===== src/hdl/pps_pkg.sv =====
`timescale 1ns / 1ps
`default_nettype none
// ----------------------------------------------------------------------------
// pps_pkg: shared types and constants of the pure pursuit steering block
// Path depth, operation and status codes, register indexes, the quarter-wave
// sine coefficients and the result bundle of the divider.
// ----------------------------------------------------------------------------
package pps_pkg;

    localparam int PATH_DEPTH = 1024;
    localparam int PATH_AW    = $clog2(PATH_DEPTH);
    localparam int CNT_W      = PATH_AW + 1;

    localparam int DIV_STEPS  = 32;
    localparam int DIV_CNT_W  = $clog2(DIV_STEPS + 1);

    typedef enum logic [1:0] {
        OP_CLEAR  = 2'd0,
        OP_APPEND = 2'd1,
        OP_QUERY  = 2'd2
    } t_op;

    localparam logic [2:0] ST_TRACK   = 3'd0;
    localparam logic [2:0] ST_NO_PATH = 3'd1;
    localparam logic [2:0] ST_AT_GOAL = 3'd2;
    localparam logic [2:0] ST_NO_CAR  = 3'd3;
    localparam logic [2:0] ST_CLOSE   = 3'd4;

    localparam logic [1:0] REG_LOOKAHEAD = 2'd0;
    localparam logic [1:0] REG_GOAL_TOL  = 2'd1;
    localparam logic [1:0] REG_SPEED     = 2'd2;

    localparam logic [62:0] CARROT_MIN_SQ = 63'd5;

    typedef struct packed {
        logic        busy;
        logic        sat;
        logic [31:0] quo;
    } t_div_res;

    function automatic logic signed [31:0] sine_coef(input logic [2:0] idx);
        logic signed [31:0] c;
        case (idx)
            3'd0:    c = 32'sd1686629713;
            3'd1:    c = 32'sd693598668;
            3'd2:    c = 32'sd85569306;
            3'd3:    c = 32'sd5026995;
            3'd4:    c = 32'sd172272;
            3'd5:    c = 32'sd3864;
            default: c = 32'sd0;
        endcase
        return c;
    endfunction

endpackage
`default_nettype wire


===== src/hdl/pps_div.sv =====
`timescale 1ns / 1ps
`default_nettype none
// ----------------------------------------------------------------------------
// pps_div: bit-serial divider for the steering magnitude
// Gives floor(num / den) in 32 bits, one quotient bit per cycle, and flags
// a quotient that does not fit in 32 bits straight away.
// ----------------------------------------------------------------------------
module pps_div (
    input  wire logic              i_clk,
    input  wire logic              i_rst_n,
    input  wire logic              i_start,
    input  wire logic [79:0]       i_num,
    input  wire logic [62:0]       i_den,
    output pps_pkg::t_div_res      o_res
);
    import pps_pkg::*;

    logic [DIV_CNT_W-1:0] r_cnt;
    logic [63:0]          r_rem;
    logic [31:0]          r_quo;
    logic                 r_sat;
    logic [63:0]          shifted;
    logic                 fits;
    logic                 start_sat;

    always_comb begin
        shifted   = {r_rem[62:0], r_quo[31]};
        fits      = shifted >= {1'b0, i_den};
        start_sat = {15'd0, i_num[79:32]} >= i_den;
    end

    always_ff @(posedge i_clk) begin
        if (!i_rst_n) begin
            r_cnt <= '0;
        end else if (i_start) begin
            r_rem <= {16'd0, i_num[79:32]};
            r_quo <= i_num[31:0];
            r_sat <= start_sat;
            r_cnt <= start_sat ? '0 : DIV_CNT_W'(DIV_STEPS);
        end else if (r_cnt != '0) begin
            r_rem <= fits ? shifted - {1'b0, i_den} : shifted;
            r_quo <= {r_quo[30:0], fits};
            r_cnt <= r_cnt - DIV_CNT_W'(1);
        end
    end

    assign o_res.busy = (r_cnt != '0);
    assign o_res.sat  = r_sat;
    assign o_res.quo  = r_quo;

endmodule
`default_nettype wire


===== config.mk =====
export PLATFORM = sky130hd
export DESIGN_NAME = pps_div
export DESIGN_NICKNAME = d
export VERILOG_FILES = /design/src/hdl/pps_pkg.sv /design/src/hdl/pps_div.sv
export SDC_FILE = /design/constraint.sdc
export NUM_CORES = 1
export LEC_CHECK = 0
export BUFFER_PORTS_ARGS = -buffer_cell sky130_fd_sc_hd__buf_2
export CELL_PAD_IN_SITES_DETAIL_PLACEMENT = 1
export CELL_PAD_IN_SITES_GLOBAL_PLACEMENT = 1
export CORE_MARGIN = 2
export CORE_UTILIZATION = 46
export CTS_BUF_LIST = sky130_fd_sc_hd__clkbuf_8
export CTS_CLUSTER_DIAMETER = 40
export CTS_CLUSTER_SIZE = 12
export DETAILED_ROUTE_END_ITERATION = 7
export MAX_ROUTING_LAYER = met4
export PLACE_DENSITY = 0.89
export REMOVE_ABC_BUFFERS = 1
export SETUP_SLACK_MARGIN = 0.1
export SLEW_MARGIN = 25
export SYNTH_ARGS = -nofsm -noshare
export SYNTH_HDL_FRONTEND = slang
export SYNTH_SLANG_ARGS = --single-unit

===== constraint.sdc =====
create_clock -name i_clk -period 6.7 [get_ports i_clk]
set_input_delay 0.67 -clock i_clk [delete_from_list [all_inputs] [get_ports i_clk]]
set_output_delay 0.67 -clock i_clk [all_outputs]
set_load 0.005 [all_outputs]

==> flow_summary.toml, run 1 <==
[outcome]
status = "finished, final reports clean"

[global_routing]
antenna_found_initial = 0
grtUsageTotal_pct = 28.6
grt_max_degree = 69
first_global_vias = 9766
gr-total-overflow = 0
grt_pass1_wl_um = 50000

[cells_and_area]
drive_gt1_share_pct = 21.0
final_core_util_pct = 53.0
diodes = 0
fillers = 2623
nets = 1555
syn_to_final_growth_pct = 12.7

[sta]
setup_violations = 0
setup_tns_ns = 0
finalHoldViolations = 0
clock_skew_ns = 0.0195
period_needed_ns = 4.32
slew_violations = 0
fmax_mhz = 231
relSlewSlack_pct = 36.6
rsz0062_at_grt = "no"
worst_pin_slew_ns = 0.951
whs_ns = 0.539
fin_crit_sh_pct = 64.5
fin_ws_ns = 2.38

[floorplan]
rows = 53
initial_utilization_pct = 47.1
die_area_um2 = 22800
num_io_pins = 180
fp.dieH_um = 151
core_um2 = 21100
die_x_um = 151

[synth]
netlist_instances = 1153
synth-xor-area-share_pct = 4.94
yosys_warnings = 0
synth_top_family_by_area = "compound AO/OA/AOI/OAI gates"
yosysMostFrequentCell = "a21oi_1"
synth_fa_ha_area_share_pct = 14.3
seq_area_frac_synth_pct = 30.2
ys_ff_latch = 102
synth_flop_cell = "edfxtp_1"
yosysTopAreaCell = "edfxtp_1"
yosysUniqueCellTypes = 72
avgSynthCellArea_um2 = 8.61
async_flop_share_pct = 0
synth_compound_area_share_pct = 22.8
synth_top_area_share_pct = 29.0
yosys-top-cells-count = "122 x a21oi_1, 114 x nand2_1, 112 x ha_1"
synth_area_leaders = "edfxtp_1 29%, ha_1 14%, a21oi_1 6.2%, mux2_2 5.4%, nand2_1 4.3%"
synth.area.mux_share_pct = 5.65
synth_area_um2 = 9930
synth_edf_count = 96
synth-simple-area-share_pct = 15.8

[power]
power.density_nw_per_um2 = 361
vdd_ir_drop_max_mv = 0.160
p_leak_uw = 0.00489

[cts]
clk_pin_slew_ns = 0.13
cts_resized = 0
cts_hold_buf = 0
clockBufferDepth = 2
cts_tree = "done"
insertion_delay_ns = 0.42
clock_tree.root_cell = "clkbuf_8"
cts_sinks = 102
htree_levels = 3
post-cts-setup-buffer-count = 0
cts_buffers = 9

[route]
drc = 0
first_iter_violations = 463
dr.pass1.iters = 5
drt-wirelength-per-cell_um = 20.0
vias_per_cell = 5.99
vias = 9438
ant_nets = 0
routed_wl_um = 31500

[critical_path]
critPathTopFamily = "compound AO/OA/AOI/OAI gates"
path_cells = "inv_1 -> ha_1 -> fa_1 -> nand2b_1 -> a211oi_2 -> o2111ai_1 -> o21ai_2 -> a21boi_2 -> o21a_2 -> o31a_2 -> buf_4 -> nor2_2 -> and4_1 -> a211o_1"
cp-start-kind = "flop"
arrival_ns = 4.61
end_kind = "flop"
crit_path_top_delay_cell = "o31a_2"
crit_required_ns = 6.99
path_class = "reg -> reg"
path_buf_inv = 2
crit_path_max_fanout = 35
cpPeakStageDelay_ns = 0.61

[place]
io_buffers = 179
gp_congestion = 0.887
dp_hpwl_um = 24800
pre_cts_slack_ns = 2.10

[hold_path]
hp-class = "in -> reg"

[run]
drv_cap = 0
==> metrics by stage <==
| step | cells | cell area [µm²] | power (µW) |
|---|---|---|---|
| 2_1_floorplan | 1101 | 9680 | 2850 |
| 3_3_place_gp | 1560 | 11000 | 3440 |
| 3_5_place_dp | 1560 | 11000 | 3560 |
| 4_1_cts | 1576 | 11200 | 4020 |
| 5_1_grt | 1576 | 11200 | 4340 |
| 6_report | 1576 | 11200 | 4040 |
==> sequential cells by signal, summed over array words and instances, names as in the netlist <==
| name | count |
|---|---|
| r_cnt | 6 |
| r_quo | 32 |
| r_rem | 63 |
| r_sat | 1 |
==> cells by family after synthesis <==
family | count (synthesis)
fa+ha+maj | 113
mux | 50
flops | 102
xor+xnor | 56
compound gates | 350
buf+inv | 149
simple gates | 333
==> worst reg2reg max path: cells and delay by family (launching register included) <==
| family | cells | cell delay (ns) |
|---|---|---|
| flip-flops | 1 | 0.40 |
| AO/OA/AOI/OAI | 7 | 1.75 |
| AND/OR/NAND/NOR | 3 | 1.03 |
| adder cells (fa/ha/maj) | 2 | 0.63 |
| buffers and inverters | 2 | 0.39 |
==> worst paths after layout <==
check	from	to	slack [ns]	depth (start not counted)
max	r_quo[31]	r_rem[58]	2.38	14
min	i_num[69]	r_rem[37]	0.54	2
max reg2reg	r_quo[31]	r_rem[58]	2.38	14
min reg2reg	r_cnt[3]	r_cnt[3]	0.57	2
==> layer usage <==
layer	global-route usage, %	routed length, µm
met2	48.6	15700
met3	3.77	1410
met5	-	0
met4	9.81	906
met1	35.2	13500
==> area by class of cell <==
type / count / area [µm²] / share of cell area, %
clock buffers: 9 / 124 / 1.11
inverters: 97 / 365 / 3.27
multi-input cells: 902 / 6310 / 56.4
clock inverters: 7 / 92.6 / 0.828
flip-flops and latches: 102 / 3000 / 26.8
repair buffers: 184 / 946 / 8.46
well taps: 275 / 344 / 3.08
==> where the power goes <==
part	leakage, µW	switching [µW]	internal, µW
sequential	0.000975	122	992
combinational	0.00382	1520	958
clock	0.000103	296	151
total	0.00489	1940	2100
==> layout by cell type (no fill, tap or decap), types with 3 or more instances in the layout <==
master     Yosys  routed
a211oi_1      14      14
a21boi_0       5       5
a21o_1        30      30
a21oi_1      122     122
a221o_1        5       5
a22o_1         6       6
a31oi_1       25      25
a41oi_1        4       4
and2_1         4       4
and3_1        10      10
and4_1         3       3
buf_2         17     179
buf_4          4       4
clkbuf_8       0       9
clkinv_8       0       4
dfxtp_1        6       6
edfxtp_1      96      96
ha_1         112     112
inv_1         97      95
mux2_2        48      48
nand2_1      114     114
nand2b_1       9       9
nand3_1       15      15
nand4_1       32      32
nor2_1        91      91
nor2b_1        9       9
nor3_1        19      19
nor4_1         8       8
o2111ai_1      3       3
o211ai_1       9       9
o21a_1        18      18
o21ai_0       51      51
o21ai_2        3       3
o21bai_1      17      17
o221ai_1       3       3
o31ai_1        9       9
or3_1          4       4
or4_1          4       4
xnor2_1       35      35
xor2_1        21      21
(Power assumes the default switching activity.)
==> run 2: changes to the inputs <==
--- a/config.mk
+++ b/config.mk
@@ -5,17 +5,18 @@
 export SDC_FILE = /design/constraint.sdc
 export NUM_CORES = 1
 export LEC_CHECK = 0
+export ABC_AREA = 1
 export BUFFER_PORTS_ARGS = -buffer_cell sky130_fd_sc_hd__buf_2
 export CELL_PAD_IN_SITES_DETAIL_PLACEMENT = 1
 export CELL_PAD_IN_SITES_GLOBAL_PLACEMENT = 1
 export CORE_MARGIN = 2
-export CORE_UTILIZATION = 46
+export CORE_UTILIZATION = 41
 export CTS_BUF_LIST = sky130_fd_sc_hd__clkbuf_8
 export CTS_CLUSTER_DIAMETER = 40
 export CTS_CLUSTER_SIZE = 12
 export DETAILED_ROUTE_END_ITERATION = 7
 export MAX_ROUTING_LAYER = met4
-export PLACE_DENSITY = 0.89
+export PLACE_DENSITY = 0.85
 export REMOVE_ABC_BUFFERS = 1
 export SETUP_SLACK_MARGIN = 0.1
 export SLEW_MARGIN = 25
==> constraint.sdc (replaced) <==
create_clock -name i_clk -period 4.2 [get_ports i_clk]
set_input_delay 0.42 -clock i_clk [delete_from_list [all_inputs] [get_ports i_clk]]
set_output_delay 0.42 -clock i_clk [all_outputs]
set_load 0.005 [all_outputs]
==> flow_summary.toml, run 2 <==
[critical_path]
cpPeakStageDelay_ns = 0.40
crit_path_max_fanout = 32
path_depth = 18
cp-start-kind = "flop"
crit_required_ns = 4.42
critPathTopFamily = "simple AND/OR/NAND/NOR gates"
reg2regPathDepth = 18
path_cells = "inv_1 -> ha_1 -> fa_1 -> inv_1 -> nand2_1 -> nand2_1 -> nand3_1 -> nand2_2 -> nand2_1 -> nand2_2 -> nand2_1 -> nand3_2 -> nand2_4 -> nand2_4 -> buf_4 -> nand2_1 -> nand3_1 -> nand2_1"
cp_common_cell = "nand2_1"
path_class = "reg -> reg"
path_buf_inv = 3
arrival_ns = 3.43
end_kind = "flop"
crit_path_top_delay_cell = "fa_1"

[power]
vdd_ir_drop_max_mv = 0.488
total_power_uw = 8290
p_leak_uw = 0.00815
power.density_nw_per_um2 = 596

[route]
first_iter_violations = 953
ant_nets = 0
dr.pass1.iters = 5
vias = 13649
vias_per_cell = 5.13
routed_wl_um = 48400
drt-wirelength-per-cell_um = 18.2
drc = 0

[cts]
clockBufferDepth = 2
htree_levels = 3
clock_tree.root_cell = "clkbuf_8"
post-cts-setup-buffer-count = 0
clk_pin_slew_ns = 0.12
insertion_delay_ns = 0.45
cts_buffers = 9
cts_tree = "done"
cts_sinks = 102
cts_hold_buf = 0
cts_resized = 0

[global_routing]
grtUsageTotal_pct = 32.1
first_global_vias = 14157
antenna_found_initial = 2
gr-total-overflow = 0
grt_max_degree = 71
grt_pass1_wl_um = 75300

[sta]
setup_violations = 0
relSlewSlack_pct = 43.6
fin_ws_ns = 0.987
whs_ns = 0.234
slew_violations = 0
rsz0062_at_grt = "no"
clock_skew_ns = 0.0181
worst_pin_slew_ns = 0.840
fmax_mhz = 311
period_needed_ns = 3.21
finalHoldViolations = 0
fin_crit_sh_pct = 76.5

[cells_and_area]
syn_to_final_growth_pct = 12.0
final_cell_mix = "890 x nand2_1, 419 x inv_1, 179 x buf_2"
regMostFlops = "r_rem"
drive_gt1_share_pct = 10.4
mostFrequentLayoutCell = "nand2_1"
largest_registers = "r_rem x63, r_quo x32, r_cnt x6"
fillers = 4265
nets = 2525
final_cells = 2662
largest_register_ffs = 63

[synth]
yosysUniqueCellTypes = 36
yosys_warnings = 0
ys_ff_latch = 102
yosysMostFrequentCell = "nand2_1"
yosys-top-cells-count = "890 x nand2_1, 420 x inv_1, 143 x nor2_1"
avgSynthCellArea_um2 = 5.91
yosysTopAreaCell = "nand2_1"
netlist_instances = 2105
synth_area_leaders = "nand2_1 27%, edfxtp_1 23%, inv_1 13%, ha_1 11%, nand3_1 5.4%"
synth_top_area_share_pct = 26.9
synth_area_um2 = 12400
async_flop_share_pct = 0
seq_area_frac_synth_pct = 24.2
synth_edf_count = 96
synth_flop_cell = "edfxtp_1"

[floorplan]
rows = 63
die_x_um = 178
initial_utilization_pct = 41.8
fp.dieH_um = 178
die_area_um2 = 31700
num_io_pins = 180
core_um2 = 29700

[run]
drv_cap = 0

[hold_path]
hold_depth = 3
hp-class = "in -> reg"

[place]
dp_hpwl_um = 40100
dp.cells = 2645
gp_congestion = 0.965
pre_cts_slack_ns = 0.849
io_buffers = 179

[outcome]
status = "finished, final reports clean"
[run 2: changes by cell type in the layout (fill, tap and decap cells not counted), sizes merged, moves of 43 or more]
| cell | before | now |
|---|---|---|
| nand3 | 15 | 134 |
| nor2 | 92 | 154 |
| nand2 | 114 | 898 |
| a21oi | 122 | 79 |
| nand3b | 1 | 49 |
| inv | 97 | 431 |
| mux2 | 48 | 0 |
[run 2: through the flow]
step / util, % / instance area, µm² / setup TNS, ns
floorplan: - / 12200 / -376.62
finish: 46.8 / 13900 / 0
CTS: 46.8 / 13900 / 0
detailed placement: 46.1 / 13700 / 0
global placement: 46.1 / 13700 / 0
global route: 46.8 / 13900 / 0
[run 2: worst reg2reg max path, stage by stage, from the launching register on]
cell and delay (ns):
edfxtp_1 0.36, inv_1 0.06, ha_1 0.21, fa_1 0.40
inv_1 0.11, nand2_1 0.06, nand2_1 0.07, nand3_1 0.08
nand2_2 0.14, nand2_1 0.09, nand2_2 0.10, nand2_1 0.11
nand3_2 0.10, nand2_4 0.20, nand2_4 0.24, buf_4 0.37
nand2_1 0.14, nand3_1 0.10, nand2_1 0.06
[run 2: logic make-up (layout without fill, tap and decap cells)]
kind of cell / after synthesis / count (layout) / synth area share, %
flip-flops: 102 / 102 / 24.2
AND/OR/NAND/NOR: 1273 / 1273 / 42.5
buffers and inverters: 468 / 634 / 14.9
adder cells (fa/ha/maj): 113 / 113 / 11.4
AO/OA/AOI/OAI: 120 / 120 / 4.97
other: 0 / 1 / 0
XOR/XNOR: 29 / 29 / 2.04
[run 2: where the power goes]
group          switching [µW]  internal [µW]  total (µW)
clock                     461            345         805
sequential                225           1630        1860
combinational            3830           1800        5630
[run 2: layer usage]
metal	routed length (µm)	GRT usage [%]	vias to the layer above
li1	-	-	6790
met5	0	-	-
met3	2870	4.88	59
met4	1130	7.99	0
met1	22500	42.0	6422
met2	21800	52.0	378
[run 2: final timing paths]
check	from	slack (ns)	endpoint
worst max-delay path	r_quo[31]	0.99	r_rem[13]
worst min-delay path	i_num[27]	0.23	r_quo[27]
worst max register to register	r_quo[31]	0.99	r_rem[13]
worst min register to register	r_cnt[3]	0.51	r_cnt[3]
[run 2: layout make-up]
cell class / count / area (µm²) / area share [%]
Multi-Input combinational cell: 1535 / 7590 / 54.6
Sequential cell: 102 / 3000 / 21.6
Inverter: 430 / 1610 / 11.6
Timing Repair Buffer: 188 / 992 / 7.13
Tap cell: 390 / 488 / 3.51
Clock buffer: 9 / 124 / 0.890
Clock inverter: 7 / 103 / 0.737
Antenna cell: 1 / 2.50 / 0.0180
==> run 3: changes to the inputs <==
--- a/config.mk
+++ b/config.mk
@@ -10,13 +10,13 @@
 export CELL_PAD_IN_SITES_DETAIL_PLACEMENT = 1
 export CELL_PAD_IN_SITES_GLOBAL_PLACEMENT = 1
 export CORE_MARGIN = 2
-export CORE_UTILIZATION = 41
+export CORE_UTILIZATION = 37
 export CTS_BUF_LIST = sky130_fd_sc_hd__clkbuf_8
 export CTS_CLUSTER_DIAMETER = 40
 export CTS_CLUSTER_SIZE = 12
 export DETAILED_ROUTE_END_ITERATION = 7
 export MAX_ROUTING_LAYER = met4
-export PLACE_DENSITY = 0.85
+export PLACE_DENSITY = 0.81
 export REMOVE_ABC_BUFFERS = 1
 export SETUP_SLACK_MARGIN = 0.1
 export SLEW_MARGIN = 25
==> constraint.sdc (replaced) <==
create_clock -name i_clk -period 2.7 [get_ports i_clk]
set_input_delay 0.27 -clock i_clk [delete_from_list [all_inputs] [get_ports i_clk]]
set_output_delay 0.27 -clock i_clk [all_outputs]
set_load 0.005 [all_outputs]
==> flow_summary.toml, run 3 (synthesis gave the netlist of run 2 again) <==
[outcome]
status = "complete, but fails checks"
violations = "setup timing"

[floorplan]
die_x_um = 187
die_area_um2 = 35100
fp.dieH_um = 187
initial_utilization_pct = 37.4
rows = 67
num_io_pins = 180
core_um2 = 33300

[cells_and_area]
largest_registers = "r_rem x63, r_quo x32, r_cnt x6"
syn_to_final_growth_pct = 22.7
diodes = 0
largest_register_ffs = 63
final_cell_mix = "856 x nand2_1, 418 x inv_1, 179 x buf_2"
final_core_util_pct = 45.9
regMostFlops = "r_rem"
nets = 2602
final_cells = 2796
drive_gt1_share_pct = 17.6
final_area_um2 = 15300
mostFrequentLayoutCell = "nand2_1"
fillers = 4614

[cts]
clk_pin_slew_ns = 0.13
cts_sinks = 102
cts_hold_buf = 0
cts_tree = "done"
insertion_delay_ns = 0.45
clock_tree.root_cell = "clkbuf_8"
htree_levels = 3
clockBufferDepth = 2
cts_buffers = 9

[global_routing]
grtUsageMet2_pct = 46.8
gr-total-overflow = 0
antenna_found_initial = 0
grt_use_met1_pct = 36.9
gr-max-usage-layer = "met2"
grt_max_degree = 84
grt_pass1_wl_um = 75800
first_global_vias = 14466
globalRouteMet3Util_pct = 3.11
grtUsageTotal_pct = 28.4

[sta]
fmax_mhz = 362
slew_violations = 0
period_needed_ns = 2.76
rsz0062_at_grt = "yes"
fin_ws_ns = -0.0616
clock_skew_ns = 0.0180
worst_pin_slew_ns = 0.933
relSlewSlack_pct = 37.8
fin_crit_sh_pct = 102
setup_violations = 24
finalHoldViolations = 0

[route]
ant_nets = 0
drt-wirelength-per-cell_um = 17.9
drc = 0
dr.pass1.iters = 5
vias_per_cell = 4.98
vias = 13937
routed_wl_um = 50000
first_iter_violations = 782

[place]
dp.cells = 2758
dpl_cell_area_um2 = 14200
gp_congestion = 0.976
io_buffers = 179
dp_hpwl_um = 39700

[critical_path]
end_kind = "flop"
cp-start-kind = "flop"
crit_path_top_delay_cell = "edfxtp_1"
critPathTopFamily = "simple AND/OR/NAND/NOR gates"
crit_path_max_fanout = 7
path_cells = "ha_4 -> nand2_4 -> nor2_4 -> inv_2 -> nor4_4 -> nand2_2 -> buf_12 -> nor2_4 -> nand2_4 -> nand2_8 -> buf_12 -> nand2_2 -> nand3_1 -> nand2_1"
path_buf_inv = 3
cpPeakStageDelay_ns = 0.48
arrival_ns = 2.97
crit_required_ns = 2.91
path_class = "reg -> reg"

[power]
combPwrFrac_pct = 73.2
vdd_ir_drop_max_mv = 0.591
p_switching_uw = 7760
p_int_uw = 6940
clkPwrFrac_pct = 7.0
power.density_nw_per_um2 = 963
p_sw_share_pct = 52.8
seqPwrFrac_pct = 19.9
p_leak_uw = 0.00865

[hold_path]
hp-class = "in -> reg"

[run]
drv_cap = 0
run 3: what timing repair did:
action / 4_1_cts / 5_1_grt
setup buffers: 4 / 8
pin swaps: 3 / 20
endpoints found under the setup margin: 63 / 63
gates resized for setup: 29 / 89
gates cloned: 2 / 8
run 3: power by group through the flow:
stage          clock [µW]  sequential [µW]  combinational [µW]
2_1_floorplan           0             2890                5830
5_1_grt              1090             2990               11800
3_5_place_dp            0             2890                9130
3_3_place_gp            0             2880                8810
6_report             1020             2920               10800
4_1_cts              1050             2890                9590
run 3: worst register-to-register path, stage by stage, from the launching register on:
cell and delay (ns):
edfxtp_1 0.48, ha_4 0.32, nand2_4 0.06, nor2_4 0.13, inv_2 0.05, nor4_4 0.33
nand2_2 0.15, buf_12 0.16, nor2_4 0.09, nand2_4 0.12, nand2_8 0.20, buf_12 0.19
nand2_2 0.10, nand3_1 0.09, nand2_1 0.05
run 3: stage by stage:
step	power [µW]	setup TNS, ns	hold slack [ns]	worst slack, ns
detailed placement	12000	-0.246	0.497	-0.118
floorplan	8720	-530.85	0.366	-5.76
global placement	11700	-0.134	0.483	-0.103
CTS	13500	0	0.0702	0.0403
finish	14700	-0.700	0.0921	-0.0616
global route	15900	-4.75	0.0847	-0.139
run 3: metal layers:
metal	vias up	routed length (µm)
met1	6604	23200
met2	332	23200
met5	-	0
li1	6941	-
met4	0	1290
met3	60	2270
run 3: cell type report:
type                    instances  area, µm²  share of cell area [%]
inverters                     430       1610                    10.6
flip-flops and latches        102       3000                    19.7
repair buffers                264       1790                    11.7
well taps                     448        561                    3.67
clock buffers                   9        124                   0.812
multi-input cells            1536       8120                    53.2
clock inverters                 7       50.0                   0.328
run 3: path summary, 6_finish.rpt:
check	slack [ns]	cells after the start	from	end
setup / recovery	-0.06	14	r_rem[57]	r_rem[42]
hold / removal	0.09	3	i_num[4]	r_quo[4]
setup reg to reg	-0.06	14	r_rem[57]	r_rem[42]
hold reg to reg	0.52	1	r_cnt[3]	r_cnt[3]
